### src/hw/rtl/esrs_pkg.sv
`timescale 1ns / 1ps

package esrs_pkg;

  localparam int FLOORS  = 4;
  localparam int FLOOR_W = $clog2(FLOORS);

  typedef logic [FLOOR_W-1:0] floor_t;
  typedef logic [FLOORS-1:0]  fmask_t;

  typedef enum logic [1:0] {
    DIR_UP   = 2'd0,
    DIR_DOWN = 2'd1,
    DIR_IDLE = 2'd2
  } dir_t;

  localparam floor_t TOP_FLOOR    = floor_t'(FLOORS - 1);
  localparam floor_t GROUND_FLOOR = floor_t'(0);

  typedef struct packed {
    logic   found;
    floor_t idx;
  } hit_t;

  // lowest set bit
  function automatic hit_t lowest_set(input fmask_t m);
    hit_t h;
    h.found = 1'b0;
    h.idx   = '0;
    for (int f = FLOORS - 1; f >= 0; f--) begin
      if (m[f]) begin
        h.found = 1'b1;
        h.idx   = floor_t'(f);
      end
    end
    return h;
  endfunction

  // highest set bit
  function automatic hit_t highest_set(input fmask_t m);
    hit_t h;
    h.found = 1'b0;
    h.idx   = '0;
    for (int f = 0; f < FLOORS; f++) begin
      if (m[f]) begin
        h.found = 1'b1;
        h.idx   = floor_t'(f);
      end
    end
    return h;
  endfunction

  // bit f set where f >= cur
  function automatic fmask_t at_or_above(input floor_t cur);
    fmask_t m;
    for (int f = 0; f < FLOORS; f++) begin
      m[f] = (floor_t'(f) >= cur);
    end
    return m;
  endfunction

endpackage

### src/hw/rtl/esrs_in_if.sv
`timescale 1ns / 1ps

interface esrs_in_if;
  logic                valid;
  logic                ready;
  esrs_pkg::floor_t    car_floor;
  logic [3:0]          hall_up_presses;
  logic [3:0]          hall_dn_presses;
  logic [3:0]          cab_presses;
  logic                arrived;

  modport source (
    output valid, car_floor, hall_up_presses, hall_dn_presses, cab_presses, arrived,
    input  ready
  );
  modport sink (
    input  valid, car_floor, hall_up_presses, hall_dn_presses, cab_presses, arrived,
    output ready
  );
endinterface

### src/hw/rtl/esrs_out_if.sv
`timescale 1ns / 1ps

interface esrs_out_if;
  logic                valid;
  logic                ready;
  logic                target_valid;
  esrs_pkg::floor_t    target_floor;
  logic [1:0]          travel_direction;

  modport source (
    output valid, target_valid, target_floor, travel_direction,
    input  ready
  );
  modport sink (
    input  valid, target_valid, target_floor, travel_direction,
    output ready
  );
endinterface

### src/hw/rtl/elevator_scan_request_selector.sv
`timescale 1ns / 1ps
// an accepted input transaction's result is in the output register in the next cycle
// throughput: one transaction per cycle unless stalled; request selection is one combinational pass
// input ready stays high while the output register is empty or being drained
// reset (synchronous, rst_n low): requests cleared, direction idle, no target, output empty

module elevator_scan_request_selector (
  input  logic       clk,
  input  logic       rst_n,
  esrs_in_if.sink    in_if,
  esrs_out_if.source out_if
);
  import esrs_pkg::*;

  fmask_t hu_r, hd_r, cab_r;
  fmask_t hu_nxt, hd_nxt, cab_nxt;
  dir_t   dir_r, dir_nxt;
  floor_t tgt_r, tgt_nxt;
  logic   pend_r, pend_nxt;
  logic   out_valid_r;

  floor_t cur;
  fmask_t hu_m, hd_m, cab_m, any_m;
  fmask_t ge_m, gt_m, le_m, lt_m, clr_m;
  dir_t   dir_forced;
  hit_t   up_near, up_far, dn_near, dn_far, any_up;
  logic   accept;

  assign accept      = in_if.valid && in_if.ready;
  assign in_if.ready = !out_valid_r || out_if.ready;

  always_comb begin
    cur = (in_if.car_floor > TOP_FLOOR) ? TOP_FLOOR : in_if.car_floor;

    hu_m  = hu_r  | fmask_t'(in_if.hall_up_presses);
    hd_m  = hd_r  | fmask_t'(in_if.hall_dn_presses);
    cab_m = cab_r | fmask_t'(in_if.cab_presses);
    any_m = hu_m | hd_m | cab_m;

    ge_m  = at_or_above(cur);
    lt_m  = ~ge_m;
    clr_m = fmask_t'(1) << cur;
    gt_m  = ge_m & ~clr_m;
    le_m  = lt_m | clr_m;

    up_near = lowest_set((cab_m | hu_m) & ge_m);
    up_far  = highest_set(hd_m & gt_m);
    dn_near = highest_set((cab_m | hd_m) & le_m);
    dn_far  = lowest_set(hu_m & lt_m);
    any_up  = lowest_set(any_m & ge_m);

    // ground check last so it wins where the top floor is also the ground floor
    dir_forced = dir_r;
    if (cur == TOP_FLOOR) dir_forced = DIR_DOWN;
    if (cur == GROUND_FLOOR) dir_forced = DIR_UP;

    dir_nxt  = dir_forced;
    tgt_nxt  = tgt_r;
    pend_nxt = pend_r;

    if (any_m == '0) begin
      dir_nxt = DIR_IDLE;
    end else begin
      case (dir_forced)
        DIR_UP: begin
          if (up_near.found) begin
            tgt_nxt  = up_near.idx;
            pend_nxt = 1'b1;
          end else if (up_far.found) begin
            tgt_nxt  = up_far.idx;
            pend_nxt = 1'b1;
          end else begin
            dir_nxt = DIR_IDLE;
          end
        end
        DIR_DOWN: begin
          if (dn_near.found) begin
            tgt_nxt  = dn_near.idx;
            pend_nxt = 1'b1;
          end else if (dn_far.found) begin
            tgt_nxt  = dn_far.idx;
            pend_nxt = 1'b1;
          end else begin
            dir_nxt = DIR_IDLE;
          end
        end
        default: begin
          // some call exists, so it is either at or above the car or below it
          dir_nxt = any_up.found ? DIR_UP : DIR_DOWN;
        end
      endcase
    end

    hu_nxt  = hu_m;
    hd_nxt  = hd_m;
    cab_nxt = cab_m;
    if (in_if.arrived) begin
      hu_nxt   = hu_m  & ~clr_m;
      hd_nxt   = hd_m  & ~clr_m;
      cab_nxt  = cab_m & ~clr_m;
      tgt_nxt  = '0;
      pend_nxt = 1'b0;
    end
  end

  always_ff @(posedge clk) begin
    if (!rst_n) begin
      hu_r   <= '0;
      hd_r   <= '0;
      cab_r  <= '0;
      dir_r  <= DIR_IDLE;
      tgt_r  <= '0;
      pend_r <= 1'b0;
    end else if (accept) begin
      hu_r   <= hu_nxt;
      hd_r   <= hd_nxt;
      cab_r  <= cab_nxt;
      dir_r  <= dir_nxt;
      tgt_r  <= tgt_nxt;
      pend_r <= pend_nxt;
    end
  end

  always_ff @(posedge clk) begin
    if (!rst_n) begin
      out_valid_r <= 1'b0;
    end else if (accept) begin
      out_valid_r <= 1'b1;
    end else if (out_if.ready) begin
      out_valid_r <= 1'b0;
    end
  end

  // result fields follow the state registers, which only move on an accepted transaction or at reset
  assign out_if.valid            = out_valid_r;
  assign out_if.target_valid     = pend_r;
  assign out_if.target_floor     = tgt_r;
  assign out_if.travel_direction = dir_r;

endmodule

### src/flat_wrapper.sv
// flat-port wrapper written by rule: the top's interface ports become plain ports
module elevator_scan_request_selector_flat import esrs_pkg::*;
  (clk, rst_n, in_if_valid, in_if_car_floor, in_if_hall_up_presses, in_if_hall_dn_presses, in_if_cab_presses, in_if_arrived, in_if_ready, out_if_valid, out_if_target_valid, out_if_target_floor, out_if_travel_direction, out_if_ready);
  esrs_in_if in_if_i ();
  esrs_out_if out_if_i ();
  input  logic clk;
  input  logic rst_n;
  input wire logic [$bits(in_if_i.valid)-1:0] in_if_valid;
  input wire logic [$bits(in_if_i.car_floor)-1:0] in_if_car_floor;
  input wire logic [$bits(in_if_i.hall_up_presses)-1:0] in_if_hall_up_presses;
  input wire logic [$bits(in_if_i.hall_dn_presses)-1:0] in_if_hall_dn_presses;
  input wire logic [$bits(in_if_i.cab_presses)-1:0] in_if_cab_presses;
  input wire logic [$bits(in_if_i.arrived)-1:0] in_if_arrived;
  output wire logic [$bits(in_if_i.ready)-1:0] in_if_ready;
  output wire logic [$bits(out_if_i.valid)-1:0] out_if_valid;
  output wire logic [$bits(out_if_i.target_valid)-1:0] out_if_target_valid;
  output wire logic [$bits(out_if_i.target_floor)-1:0] out_if_target_floor;
  output wire logic [$bits(out_if_i.travel_direction)-1:0] out_if_travel_direction;
  input wire logic [$bits(out_if_i.ready)-1:0] out_if_ready;
  assign in_if_i.valid = in_if_valid;
  assign in_if_i.car_floor = in_if_car_floor;
  assign in_if_i.hall_up_presses = in_if_hall_up_presses;
  assign in_if_i.hall_dn_presses = in_if_hall_dn_presses;
  assign in_if_i.cab_presses = in_if_cab_presses;
  assign in_if_i.arrived = in_if_arrived;
  assign in_if_ready = in_if_i.ready;
  assign out_if_valid = out_if_i.valid;
  assign out_if_target_valid = out_if_i.target_valid;
  assign out_if_target_floor = out_if_i.target_floor;
  assign out_if_travel_direction = out_if_i.travel_direction;
  assign out_if_i.ready = out_if_ready;
  elevator_scan_request_selector u_core (.clk(clk), .rst_n(rst_n), .in_if(in_if_i), .out_if(out_if_i));
endmodule
### config.mk
export PLATFORM = sky130hd
export DESIGN_NAME = elevator_scan_request_selector_flat
export DESIGN_NICKNAME = d
export VERILOG_FILES = /design/src/hw/rtl/esrs_pkg.sv /design/src/hw/rtl/esrs_in_if.sv /design/src/hw/rtl/esrs_out_if.sv /design/src/hw/rtl/elevator_scan_request_selector.sv /design/src/flat_wrapper.sv
export SDC_FILE = /design/constraint.sdc
export NUM_CORES = 1
export LEC_CHECK = 0
export BUFFER_PORTS_ARGS = -buffer_cell sky130_fd_sc_hd__buf_2
export CORE_UTILIZATION = 40
export DETAILED_ROUTE_END_ITERATION = 6
export HOLD_SLACK_MARGIN = 0.05
export PLACE_DENSITY = 0.71
export RECOVER_POWER = 100
export REMOVE_ABC_BUFFERS = 1
export SYNTH_ARGS = -nofsm -noshare
export SYNTH_HDL_FRONTEND = slang
export SYNTH_SLANG_ARGS = --single-unit
### constraint.sdc
create_clock -name clk -period 2 [get_ports clk]
set_input_delay 0 -clock clk [delete_from_list [all_inputs] [get_ports clk]]
set_output_delay 0 -clock clk [all_outputs]
set_load 0.03 [all_outputs]
==> impl_table.tex, run 1 <==
\begin{tabular}{lr}
\hline
Metric & Value \\
\hline
\multicolumn{2}{l}{\textbf{Outcome}} \\
\quad Outcome & finished clean \\
\multicolumn{2}{l}{\textbf{Pwr}} \\
\quad Lkg Pwr & 0.520 nW \\
\quad NetSw & 0.000265 W \\
\quad Peak ir drop on the vdd network & 0.000335 V \\
\quad Internal power & approximately 0.00058 W \\
\quad Total power density per cell area & 629 nW/µm² \\
\quad Clock network power share & between 20\% and 30\% \\
\quad Switching part of the total power & 31.2\% \\
\quad Share of power burned in combinational logic & 24.8\% \\
\quad Sequential cell fraction of total power & approximately 48\% \\
\multicolumn{2}{l}{\textbf{Flow run}} \\
\quad Max-cap violations & 0 \\
\multicolumn{2}{l}{\textbf{Worst setup path}} \\
\quad Crit Path Class & input pin to flop \\
\quad Kind of start point of the critical path & input pin \\
\quad Setup crit end kind & flop \\
\quad Peak fanout along the critical path & 3 \\
\quad Arrival time worst endpoint & between 2 and 2.5 ns \\
\quad Worst endpoint required time & 2.21 ns \\
\multicolumn{2}{l}{\textbf{Synth}} \\
\quad Post-synth top area share & 34.0\% \\
\quad Synth top area cells & sky130\_fd\_sc\_hd\_\_dfxtp\_1 34\%, sky130\_fd\_sc\_hd\_\_nor2\_1 7.1\%, sky130\_fd\_sc\_hd\_\_a21oi\_1 5.2\% \\
\quad Most frequent cell after synthesis & sky130\_fd\_sc\_hd\_\_nor2\_1 \\
\quad Ys flop type & sky130\_fd\_sc\_hd\_\_dfxtp\_1 \\
\quad Distinct cells, synth & slightly above 40 \\
\quad Post-Synthesis Mean Instance Area & 8.35 µm² \\
\quad Synthesized netlist cell count & about 130 \\
\quad Largest area contributor in the netlist & sky130\_fd\_sc\_hd\_\_dfxtp\_1 \\
\quad Top cells by count, synth & 20 x sky130\_fd\_sc\_hd\_\_nor2\_1, 18 x sky130\_fd\_sc\_hd\_\_dfxtp\_1, 11 x sky130\_fd\_sc\_hd\_\_a21oi\_1 \\
\quad Flop and latch count out of synthesis & 18 \\
\quad Yosys warnings & 0 \\
\quad Number of enable flip-flop cells after synthesis & 0 \\
\quad Sequential element share of the synthesized area & 34.0\% \\
\quad Mapped cell area & $\sim$1100 µm² \\
\quad Post-synth ARST share & 0\% \\
\multicolumn{2}{l}{\textbf{Layout}} \\
\quad Post-layout net count & 184 \\
\quad Area added between synthesis and finish & 27.2\% \\
\quad Core utilization of the finished layout & $\sim$54\% \\
\quad Antenna diode count & 0 \\
\quad Sequential cell area & between 300 and 400 µm² \\
\quad Area of the multi-input gates & 656 µm² \\
\quad Filler cell count & 242 \\
\quad Fraction of layout cells with a size suffix above 1 & 17.7\% \\
\quad Final non-filler cell total & 194 \\
\multicolumn{2}{l}{\textbf{GRT}} \\
\quad First-pass GRT wire length & 4.64 mm \\
\quad Pin count of the biggest net entering global routing & 16 \\
\quad GRT overflow & 0 \\
\quad Initial antenna violation count & 0 \\
\quad Global router's overall resource usage & 22.5\% \\
\quad Via count of the first global-routing pass & 1072 \\
\multicolumn{2}{l}{\textbf{Timing}} \\
\quad Maximum clock frequency & 0.546 GHz \\
\quad Final Slew Violations & 0 \\
\quad Rel. slew slack & 64.8\% \\
\quad Worst Clk Skew & $\sim$0.010 ns \\
\quad Worst Tran Pin Value & around 0.53 ns \\
\quad Hold Fails Final Rpt & 0 \\
\quad Sum Neg Setup Slack & 0 ns \\
\quad Final-report setup violation count & 0 \\
\quad Unrepaired setup endpoints after global routing & false \\
\quad Period Utilization, post-route & roughly nine tenths \\
\quad Hold slack final & between 0.06 and 0.07 ns \\
\quad Post-route minimum period & 1.83 ns \\
\multicolumn{2}{l}{\textbf{Drt}} \\
\quad Vias per Instance & 5.54 \\
\quad Post-route ant nets & 0 \\
\quad Total length of routed wires & 2.71 mm \\
\quad DRC violation count after routing & 0 \\
\quad Iter 0 DRT Violations & 44 \\
\quad Total number of vias & 1075 \\
\quad Length of the first detailed-routing pass in iterations & 5 \\
\quad DR WL/cell & 14.0 µm \\
\multicolumn{2}{l}{\textbf{Hold path}} \\
\quad Hold crit path type & input pin to flop \\
\multicolumn{2}{l}{\textbf{Floorplan}} \\
\quad Area inside the core boundary & 2500 µm² \\
\quad Height of the die & 53.5 µm \\
\quad Starting Density & 42.4\% \\
\quad Number of ports placed on the die boundary & 26 \\
\quad Horizontal extent of the die & 53.5 µm \\
\quad Overall die area & 2860 µm² \\
\quad Standard-cell rows & 18 \\
\multicolumn{2}{l}{\textbf{Placed design}} \\
\quad I/O Buffers & 25 \\
\quad Last weighted congestion value of the routability-driven placer & slightly below 0.9 \\
\quad DP Cell Count & 177 \\
\quad HPWL after DPL & 1.99 mm \\
\multicolumn{2}{l}{\textbf{CTS}} \\
\quad Clock transition at the registers of the reported paths & 0.12 ns \\
\quad TritonCTS clock tree & done \\
\quad Maximum buffer depth of the clock tree & 2 \\
\quad Post-CTS Setup Inserts & 0 \\
\quad Clock tree sinks & 18 \\
\quad Count of H-tree levels built during CTS & 1 \\
\quad Number of buffers added by the clock tree synthesis step & 3 \\
\quad Buffer type at the clock tree root & sky130\_fd\_sc\_hd\_\_clkbuf\_4 \\
\quad Clock latency on the worst-skew pair & 0.30 ns \\
\hline
\end{tabular}
## final cells by class
type                       instances  share of cell area, %
sequential                        18                   26.7
timing repair buffer              39                   18.7
inverter                           2                  0.556
multi-input combinational        101                   48.6
clock buffer                       4                   2.69
tap                               30                   2.78
## final timing paths
check,from,end,slack (ns),cells past startpoint
max,in_if_cab_presses[0],u_core.out_if.target_valid$_SDFFE_PN0P_,0.17,8
min,in_if_cab_presses[2],u_core.cab_r[2]$_SDFFE_PN0P_,0.06,3
max reg2reg,u_core.cab_r[0]$_SDFFE_PN0P_,u_core.out_if.target_valid$_SDFFE_PN0P_,0.17,6
min reg2reg,u_core.out_if.target_floor[0]$_SDFFE_PN0P_,u_core.out_if.target_floor[0]$_SDFFE_PN0P_,0.48,2
## state kept, by name, indices dropped and copies added (netlist names)
name	flops
u_core.hu_r	4
u_core.cab_r	4
u_core.out_if.valid	1
u_core.out_if.target_floor	2
u_core.hd_r	4
u_core.out_if.target_valid	1
u_core.out_if.travel_direction	2
## power by group through the flow
stage | Combinational, W | Clock [W] | Sequential (W)
floorplan | 0.000110 | 0 | 0.000422
global placement | 0.000190 | 0 | 0.000410
detailed placement | 0.000192 | 0 | 0.000411
CTS | 0.000213 | 0.000238 | 0.000403
global route | 0.000233 | 0.000256 | 0.000408
finish | 0.000211 | 0.000235 | 0.000404
## cells by family after synthesis
kind of cell	Yosys count	synth area share, %
simple gates	54	29.8
compound gates	44	29.7
flops	18	34.0
buf+inv	8	3.77
mux	2	1.89
xor+xnor	1	0.826
## metal layers
metal	track usage, %	vias up	share of wire [%]
met2	34.8	35	45
met1	30.1	485	49
met3	4.89	4	4.7
met4	9.21	0	1.0
li1	-	551	-
met5	0	-	0
## critical path: stages
cell and delay (ns):
sky130_fd_sc_hd__dlygate4sd3_1 0.54, sky130_fd_sc_hd__buf_2 0.13, sky130_fd_sc_hd__nor4_1 0.38, sky130_fd_sc_hd__nand3_1 0.24
sky130_fd_sc_hd__o31ai_4 0.25, sky130_fd_sc_hd__a211oi_1 0.10, sky130_fd_sc_hd__and2_4 0.19, sky130_fd_sc_hd__o211a_1 0.20
## what timing repair did
action | CTS | global route
setup endpoints to repair | 0 | 0
hold buffers | 13 | 0
endpoints found under the hold margin | 12 | 0
gates resized for setup | 0 | 0
## stage by stage
step                cell area (µm²)  power [W]  setup WS [ns]
floorplan                      1030   0.000532         0.0821
global placement               1200   0.000600          0.177
detailed placement             1200   0.000603          0.203
CTS                            1370   0.000854          0.174
global route                   1350   0.000897         0.0263
finish                         1350   0.000849          0.169
## cells in the final DEF (no fill, tap or decap), drive strengths merged, types with 2 or more instances in the layout
master       instances
nor2                20
dfxtp               18
buf                 18
dlygate4sd3         13
clkbuf              12
a21oi               11
o21ai               10
nor4                 9
nand2                5
nand2b               4
a22oi                4
nor2b                4
nand3                4
and2                 4
o22ai                3
a21boi               2
o211ai               2
a211oi               2
o211a                2
mux2i                2
Power figures use the tool's default switching activity.
==> run 2: changes to the inputs <==
==> constraint.sdc (replaced) <==
create_clock -name clk -period 2 [get_ports clk]
set_input_delay 0 -clock clk [delete_from_list [all_inputs] [get_ports clk]]
set_output_delay 0 -clock clk [all_outputs]
set_load 0.005 [all_outputs]
==> impl_table.tex, run 2 (synthesis results as in run 1) <==
\begin{tabular}{lr}
\hline
Metric & Value \\
\hline
\multicolumn{2}{l}{\textbf{Flow run}} \\
\quad Max-cap violations & 0 (unchanged) \\
\multicolumn{2}{l}{\textbf{Drt}} \\
\quad Total number of vias & 1080 (was 1075) \\
\quad DR WL/cell & 14.1 µm (was 14.0 µm) \\
\quad Vias per Instance & 5.57 (was 5.54) \\
\quad Total length of routed wires & 2.74 mm (was 2.71 mm) \\
\quad DRC violation count after routing & 0 (unchanged) \\
\quad Length of the first detailed-routing pass in iterations & 5 (unchanged) \\
\quad Iter 0 DRT Violations & 44 (unchanged) \\
\quad Post-route ant nets & 0 (unchanged) \\
\multicolumn{2}{l}{\textbf{Layout}} \\
\quad Final non-filler cell total & 194 (unchanged) \\
\quad Biggest registers after layout & u\_core.cab\_r: 4 flops, u\_core.hd\_r: 4 flops, u\_core.hu\_r: 4 flops (unchanged) \\
\quad Most common cell after layout, fill and taps aside & sky130\_fd\_sc\_hd\_\_buf\_2 (was sky130\_fd\_sc\_hd\_\_nor2\_1) \\
\quad Area added between synthesis and finish & 27.9\% (was 27.2\%) \\
\quad Commonest cells after routing, fill and taps aside & 23 x sky130\_fd\_sc\_hd\_\_buf\_2, 20 x sky130\_fd\_sc\_hd\_\_nor2\_1, 18 x sky130\_fd\_sc\_hd\_\_dfxtp\_1 (was 20 x sky130\_fd\_sc\_hd\_\_nor2\_1, 18 x sky130\_fd\_sc\_hd\_\_dfxtp\_1, 17 x sky130\_fd\_sc\_hd\_\_buf\_2) \\
\quad Core utilization of the finished layout & 54.3\% (was 54.0\%) \\
\quad Antenna diode count & 0 (unchanged) \\
\quad Fraction of layout cells with a size suffix above 1 & 21.3\% (was 17.7\%) \\
\quad Post-layout net count & 184 (unchanged) \\
\multicolumn{2}{l}{\textbf{Pwr}} \\
\quad Share of power burned in combinational logic & 23.6\% (was 24.8\%) \\
\quad Clock network power share & 28.0\% (was 27.6\%) \\
\quad Sequential cell fraction of total power & 48.4\% (was 47.6\%) \\
\quad NetSw & 0.000249 W (was 0.000265 W) \\
\quad Total power density per cell area & 615 nW/µm² (was 629 nW/µm²) \\
\quad Internal power & 0.000586 W (was 0.000584 W) \\
\quad Peak ir drop on the vdd network & 0.000317 V (was 0.000335 V) \\
\quad Switching part of the total power & 29.8\% (was 31.2\%) \\
\quad Lkg Pwr & 0.542 nW (was 0.520 nW) \\
\multicolumn{2}{l}{\textbf{Timing}} \\
\quad Final worst slack & 0.160 ns (was 0.169 ns) \\
\quad Final Slew Violations & 0 (unchanged) \\
\quad Worst Tran Pin Value & 0.521 ns (was 0.528 ns) \\
\quad Final-report setup violation count & 0 (unchanged) \\
\quad Hold Fails Final Rpt & 0 (unchanged) \\
\quad Sum Neg Setup Slack & 0 ns (unchanged) \\
\quad Worst Clk Skew & 0.0104 ns (was 0.0101 ns) \\
\quad Maximum clock frequency & 0.544 GHz (was 0.546 GHz) \\
\quad Rel. slew slack & 65.3\% (was 64.8\%) \\
\quad Period Utilization, post-route & 92.0\% (was 91.6\%) \\
\quad Post-route minimum period & 1.84 ns (was 1.83 ns) \\
\quad Unrepaired setup endpoints after global routing & false (unchanged) \\
\quad Hold slack final & 0.0634 ns (was 0.0630 ns) \\
\multicolumn{2}{l}{\textbf{CTS}} \\
\quad Count of H-tree levels built during CTS & 1 (unchanged) \\
\quad Number of buffers added by the clock tree synthesis step & 3 (unchanged) \\
\quad Clock latency on the worst-skew pair & 0.30 ns (about the same) \\
\quad Clock tree sinks & 18 (unchanged) \\
\quad Buffer type at the clock tree root & sky130\_fd\_sc\_hd\_\_clkbuf\_4 (unchanged) \\
\quad TritonCTS clock tree & done (unchanged) \\
\quad Clock transition at the registers of the reported paths & 0.12 ns (about the same) \\
\quad Maximum buffer depth of the clock tree & 2 (unchanged) \\
\quad Post-CTS Setup Inserts & 0 (unchanged) \\
\multicolumn{2}{l}{\textbf{Floorplan}} \\
\quad Starting Density & 42.4\% (unchanged) \\
\quad Overall die area & 2860 µm² (unchanged) \\
\quad Standard-cell rows & 18 (unchanged) \\
\quad Area inside the core boundary & 2500 µm² (unchanged) \\
\quad Number of ports placed on the die boundary & 26 (unchanged) \\
\quad Height of the die & 53.5 µm (unchanged) \\
\quad Horizontal extent of the die & 53.5 µm (unchanged) \\
\multicolumn{2}{l}{\textbf{Worst setup path}} \\
\quad Peak fanout along the critical path & 3 (unchanged) \\
\quad Kind of start point of the critical path & input pin (unchanged) \\
\quad Crit Path Class & input pin to flop (unchanged) \\
\quad Worst endpoint required time & 2.21 ns (about the same) \\
\quad Arrival time worst endpoint & 2.05 ns (was 2.04 ns) \\
\quad Setup crit end kind & flop (unchanged) \\
\multicolumn{2}{l}{\textbf{GRT}} \\
\quad Via count of the first global-routing pass & 1072 (unchanged) \\
\quad GRT overflow & 0 (unchanged) \\
\quad Global router's overall resource usage & 22.5\% (unchanged) \\
\quad Initial antenna violation count & 0 (unchanged) \\
\quad First-pass GRT wire length & 4.64 mm (unchanged) \\
\quad Pin count of the biggest net entering global routing & 16 (unchanged) \\
\multicolumn{2}{l}{\textbf{Placed design}} \\
\quad Worst-case setup slack after placement & 0.203 ns (unchanged) \\
\quad Last weighted congestion value of the routability-driven placer & 0.874 (unchanged) \\
\quad I/O Buffers & 25 (unchanged) \\
\quad DP Cell Count & 177 (unchanged) \\
\quad HPWL after DPL & 1.99 mm (unchanged) \\
\multicolumn{2}{l}{\textbf{Hold path}} \\
\quad Hold crit path type & input pin to flop (unchanged) \\
\multicolumn{2}{l}{\textbf{Outcome}} \\
\quad Outcome & finished clean (unchanged) \\
\hline
\end{tabular}
-- run 2: cell types whose count changed in the layout (fill, tap and decap cells not counted) --
cell	before	now
sky130_fd_sc_hd__buf_2	17	23
sky130_fd_sc_hd__clkbuf_1	8	2
-- run 2: worst paths after layout --
| kind | end | startpoint | slack, ns | cells after the start |
|---|---|---|---|---|
| max | u_core.out_if.target_valid$_SDFFE_PN0P_ | in_if_cab_presses[0] | 0.16 | 8 |
| min | u_core.cab_r[2]$_SDFFE_PN0P_ | in_if_cab_presses[2] | 0.06 | 3 |
| max reg2reg | u_core.out_if.target_valid$_SDFFE_PN0P_ | u_core.cab_r[0]$_SDFFE_PN0P_ | 0.16 | 6 |
| min reg2reg | u_core.out_if.target_floor[0]$_SDFFE_PN0P_ | u_core.out_if.target_floor[0]$_SDFFE_PN0P_ | 0.48 | 2 |
-- run 2: layout make-up --
class / count / area, µm²
timing repair buffer: 39 / 260
tap: 30 / 37.5
fill: 236 / 1140
clock buffer: 4 / 36.3
inverter: 2 / 7.51
multi-input combinational: 101 / 656
sequential: 18 / 360
-- run 2: power by group through the flow --
stage	combinational [W]	sequential (W)	clock [W]
floorplan	0.000108	0.000408	0
global placement	0.000174	0.000410	0
detailed placement	0.000176	0.000411	0
CTS	0.000197	0.000403	0.000238
finish	0.000197	0.000404	0.000234
global route	0.000219	0.000407	0.000256
-- run 2: critical path, stage by stage --
cell and delay, ns:
sky130_fd_sc_hd__dlygate4sd3_1 0.54, sky130_fd_sc_hd__buf_2 0.13, sky130_fd_sc_hd__nor4_1 0.38, sky130_fd_sc_hd__nand3_1 0.24, sky130_fd_sc_hd__o31ai_4 0.26, sky130_fd_sc_hd__a211oi_1 0.10
sky130_fd_sc_hd__and2_4 0.19, sky130_fd_sc_hd__o211a_1 0.20
-- run 2: layer usage --
layer  routed length (µm)  track usage (%)
met3                  165             4.89
met5                    0                0
met4                   27             9.21
met1                 1310             30.1
met2                 1230             34.8
-- run 2: what timing repair did --
action / 4_1_cts / 5_1_grt
endpoints found under the hold margin: 12 / 0
hold buffers: 13 / 0
gates resized for setup: 0 / 0
-- run 2: metrics by stage --
| stage | total power (W) | instance area (µm²) |
|---|---|---|
| floorplan | 0.000517 | 1030 |
| global route | 0.000882 | 1360 |
| finish | 0.000835 | 1360 |
| CTS | 0.000838 | 1370 |
| global placement | 0.000584 | 1200 |
| detailed placement | 0.000587 | 1200 |
==> run 3: changes to the inputs <==
--- a/config.mk
+++ b/config.mk
@@ -8,6 +8,7 @@
 export BUFFER_PORTS_ARGS = -buffer_cell sky130_fd_sc_hd__buf_2
 export CORE_UTILIZATION = 40
 export DETAILED_ROUTE_END_ITERATION = 6
+export GPL_TIMING_DRIVEN = 0
 export HOLD_SLACK_MARGIN = 0.05
 export PLACE_DENSITY = 0.71
 export RECOVER_POWER = 100
==> impl_table.tex, run 3 (synthesis results as in run 1) <==
\begin{tabular}{lr}
\hline
Metric & Value \\
\hline
\multicolumn{2}{l}{\textbf{GRT}} \\
\quad GRT overflow & 0 (unchanged) \\
\quad Pin count of the biggest net entering global routing & 16 (unchanged) \\
\quad Via count of the first global-routing pass & 1039 (was 1072) \\
\quad Global router's overall resource usage & 22.1\% (was 22.5\%) \\
\quad Initial antenna violation count & 0 (unchanged) \\
\quad First-pass GRT wire length & 4.62 mm (was 4.64 mm) \\
\multicolumn{2}{l}{\textbf{Worst setup path}} \\
\quad RR Endpoint & u\_core.out\_if.target\_valid\$\_SDFFE\_PN0P\_ (unchanged) \\
\quad Worst endpoint required time & 2.21 ns (about the same) \\
\quad Cell count of the worst reg-to-reg path & 6 (unchanged) \\
\quad Setup crit end kind & flop (unchanged) \\
\quad Peak fanout along the critical path & 3 (unchanged) \\
\quad Crit Path Class & flop to flop (was input pin to flop) \\
\quad Slack of the worst reg-to-reg path & 0.1 ns (was 0.16 ns) \\
\quad Arrival time worst endpoint & 2.11 ns (was 2.05 ns) \\
\quad Kind of start point of the critical path & flop (was input pin) \\
\quad Reg2Reg Launch Point & u\_core.hd\_r[0]\$\_SDFFE\_PN0P\_ (was u\_core.cab\_r[0]\$\_SDFFE\_PN0P\_) \\
\quad Startpoint of the worst setup timing path & u\_core.hd\_r[0]\$\_SDFFE\_PN0P\_ (was in\_if\_cab\_presses[0]) \\
\multicolumn{2}{l}{\textbf{Layout}} \\
\quad Most common cell after layout, fill and taps aside & sky130\_fd\_sc\_hd\_\_buf\_2 (unchanged) \\
\quad Filler cell count & 241 (was 236) \\
\quad Commonest cells after routing, fill and taps aside & 21 x sky130\_fd\_sc\_hd\_\_buf\_2, 20 x sky130\_fd\_sc\_hd\_\_nor2\_1, 18 x sky130\_fd\_sc\_hd\_\_dfxtp\_1 (was 23 x sky130\_fd\_sc\_hd\_\_buf\_2, 20 x sky130\_fd\_sc\_hd\_\_nor2\_1, 18 x sky130\_fd\_sc\_hd\_\_dfxtp\_1) \\
\quad Area added between synthesis and finish & 27.6\% (was 27.9\%) \\
\quad Fraction of layout cells with a size suffix above 1 & 20.9\% (was 21.3\%) \\
\quad Biggest registers after layout & u\_core.cab\_r: 4 flops, u\_core.hd\_r: 4 flops, u\_core.hu\_r: 4 flops (unchanged) \\
\quad Final standard cell area without fillers & 1350 µm² (was 1360 µm²) \\
\quad Area of the multi-input gates & 662 µm² (was 656 µm²) \\
\quad Antenna diode count & 0 (unchanged) \\
\quad Sequential cell area & 360 µm² (unchanged) \\
\quad Post-layout net count & 183 (was 184) \\
\multicolumn{2}{l}{\textbf{Placed design}} \\
\quad HPWL after DPL & 1.98 mm (was 1.99 mm) \\
\quad Last weighted congestion value of the routability-driven placer & 0.873 (was 0.874) \\
\quad Total cell area at the placement stage & 1190 µm² (was 1200 µm²) \\
\quad I/O Buffers & 25 (unchanged) \\
\multicolumn{2}{l}{\textbf{CTS}} \\
\quad Number of buffers added by the clock tree synthesis step & 3 (unchanged) \\
\quad Clock latency on the worst-skew pair & 0.30 ns (about the same) \\
\quad Post-CTS Setup Inserts & 0 (unchanged) \\
\quad Maximum buffer depth of the clock tree & 2 (unchanged) \\
\quad Clock transition at the registers of the reported paths & 0.11 ns (was 0.12 ns) \\
\quad Buffer type at the clock tree root & sky130\_fd\_sc\_hd\_\_clkbuf\_4 (unchanged) \\
\quad Clock tree sinks & 18 (unchanged) \\
\quad TritonCTS clock tree & done (unchanged) \\
\quad Count of H-tree levels built during CTS & 1 (unchanged) \\
\multicolumn{2}{l}{\textbf{Floorplan}} \\
\quad Standard-cell rows & 18 (unchanged) \\
\quad Horizontal extent of the die & 53.5 µm (unchanged) \\
\quad Overall die area & 2860 µm² (unchanged) \\
\quad Number of ports placed on the die boundary & 26 (unchanged) \\
\quad Height of the die & 53.5 µm (unchanged) \\
\quad Area inside the core boundary & 2500 µm² (unchanged) \\
\quad Starting Density & 42.4\% (unchanged) \\
\multicolumn{2}{l}{\textbf{Pwr}} \\
\quad Total power density per cell area & 614 nW/µm² (was 615 nW/µm²) \\
\quad Total Power Consumption & 0.000831 W (was 0.000835 W) \\
\quad Peak ir drop on the vdd network & 0.000341 V (was 0.000317 V) \\
\quad Lkg Pwr & 0.534 nW (was 0.542 nW) \\
\multicolumn{2}{l}{\textbf{Timing}} \\
\quad Rel. slew slack & 64.5\% (was 65.3\%) \\
\quad Post-route minimum period & 1.90 ns (was 1.84 ns) \\
\quad Hold Fails Final Rpt & 0 (unchanged) \\
\quad Period Utilization, post-route & 95.1\% (was 92.0\%) \\
\quad Maximum clock frequency & 0.526 GHz (was 0.544 GHz) \\
\quad Final-report setup violation count & 0 (unchanged) \\
\quad Final Slew Violations & 0 (unchanged) \\
\quad Sum Neg Setup Slack & 0 ns (unchanged) \\
\quad Unrepaired setup endpoints after global routing & false (unchanged) \\
\quad Worst Clk Skew & 0.00150 ns (was 0.0104 ns) \\
\quad Worst Tran Pin Value & 0.532 ns (was 0.521 ns) \\
\multicolumn{2}{l}{\textbf{Hold path}} \\
\quad Worst Hold Depth & 3 (unchanged) \\
\quad Hold crit path type & input pin to flop (unchanged) \\
\quad Hold endpoint & u\_core.hd\_r[2]\$\_SDFFE\_PN0P\_ (was u\_core.cab\_r[2]\$\_SDFFE\_PN0P\_) \\
\quad Beginning of the worst hold path & in\_if\_hall\_dn\_presses[2] (was in\_if\_cab\_presses[2]) \\
\multicolumn{2}{l}{\textbf{Drt}} \\
\quad DRC violation count after routing & 0 (unchanged) \\
\quad Post-route ant nets & 0 (unchanged) \\
\quad Total number of vias & 1115 (was 1080) \\
\quad Total length of routed wires & 2.70 mm (was 2.74 mm) \\
\quad Vias per Instance & 5.78 (was 5.57) \\
\quad Length of the first detailed-routing pass in iterations & 5 (unchanged) \\
\quad Iter 0 DRT Violations & 38 (was 44) \\
\quad DR WL/cell & 14.0 µm (was 14.1 µm) \\
\multicolumn{2}{l}{\textbf{Flow run}} \\
\quad Max-cap violations & 0 (unchanged) \\
\multicolumn{2}{l}{\textbf{Outcome}} \\
\quad Outcome & finished clean (unchanged) \\
\hline
\end{tabular}
[run 3: worst max-delay path, cell delays in order, from the launching register on]
cell and delay [ns]:
sky130_fd_sc_hd__dfxtp_1 0.33, sky130_fd_sc_hd__nor4_1 0.50, sky130_fd_sc_hd__nand3_1 0.24, sky130_fd_sc_hd__o31ai_4 0.27, sky130_fd_sc_hd__a211oi_2 0.09, sky130_fd_sc_hd__and2_4 0.19, sky130_fd_sc_hd__o211a_1 0.19
[run 3: routing by layer]
| layer | part of all wire, % | up-vias | routed length [µm] | global-route usage [%] |
|---|---|---|---|---|
| met5 | 0 | - | 0 | 0 |
| li1 | - | 545 | - | - |
| met2 | 47 | 43 | 1260 | 37.5 |
| met3 | 6.5 | 4 | 175 | 3.45 |
| met4 | 1.0 | 0 | 27 | 6.14 |
| met1 | 46 | 523 | 1240 | 28.5 |
[run 3: worst max path at each step]
stage / endpoint / slack [ns]
after floorplan: u_core.out_if.target_valid$_SDFFE_PN0P_ / 0.36
after global placement: u_core.hu_r[1]$_SDFFE_PN0P_ / 0.18
after detailed placement: u_core.out_if.target_valid$_SDFFE_PN0P_ / 0.14
after CTS: u_core.out_if.target_floor[1]$_SDFFE_PN0P_ / 0.10
after global routing: u_core.out_if.target_valid$_SDFFE_PN0P_ / 0.05
final: u_core.out_if.target_valid$_SDFFE_PN0P_ / 0.1
[run 3: layout make-up]
class | count | area share, %
multi-input combinational | 101 | 48.9
sequential | 18 | 26.6
timing repair buffer | 38 | 18.5
tap | 30 | 2.77
clock buffer | 4 | 2.68
inverter | 2 | 0.555
[run 3: what timing repair did]
item,in CTS,in global routing
setup endpoints to repair,0,11
hold buffers,13,0
hold endpoints to repair,13,0
resized for setup,0,1
[run 3: stage by stage]
stage / setup WS, ns / std cells / hold slack (ns) / utilization [%]
after floorplan: 0.361 / 121 / 0.0800 / -
after global placement: 0.183 / 176 / 0.246 / 47.6
after detailed placement: 0.142 / 176 / 0.260 / 47.6
after CTS: 0.101 / 193 / 0.0517 / 54.3
after global routing: 0.0489 / 193 / 0.0537 / 54.2
final: 0.0988 / 193 / 0.0522 / 54.2
[run 3: power breakdown]
group / internal [W] / switching [W]
registers: 0.000382 / 0.0000208
clock network: 0.000111 / 0.000121
logic: 0.0000912 / 0.000105
total: 0.000585 / 0.000247
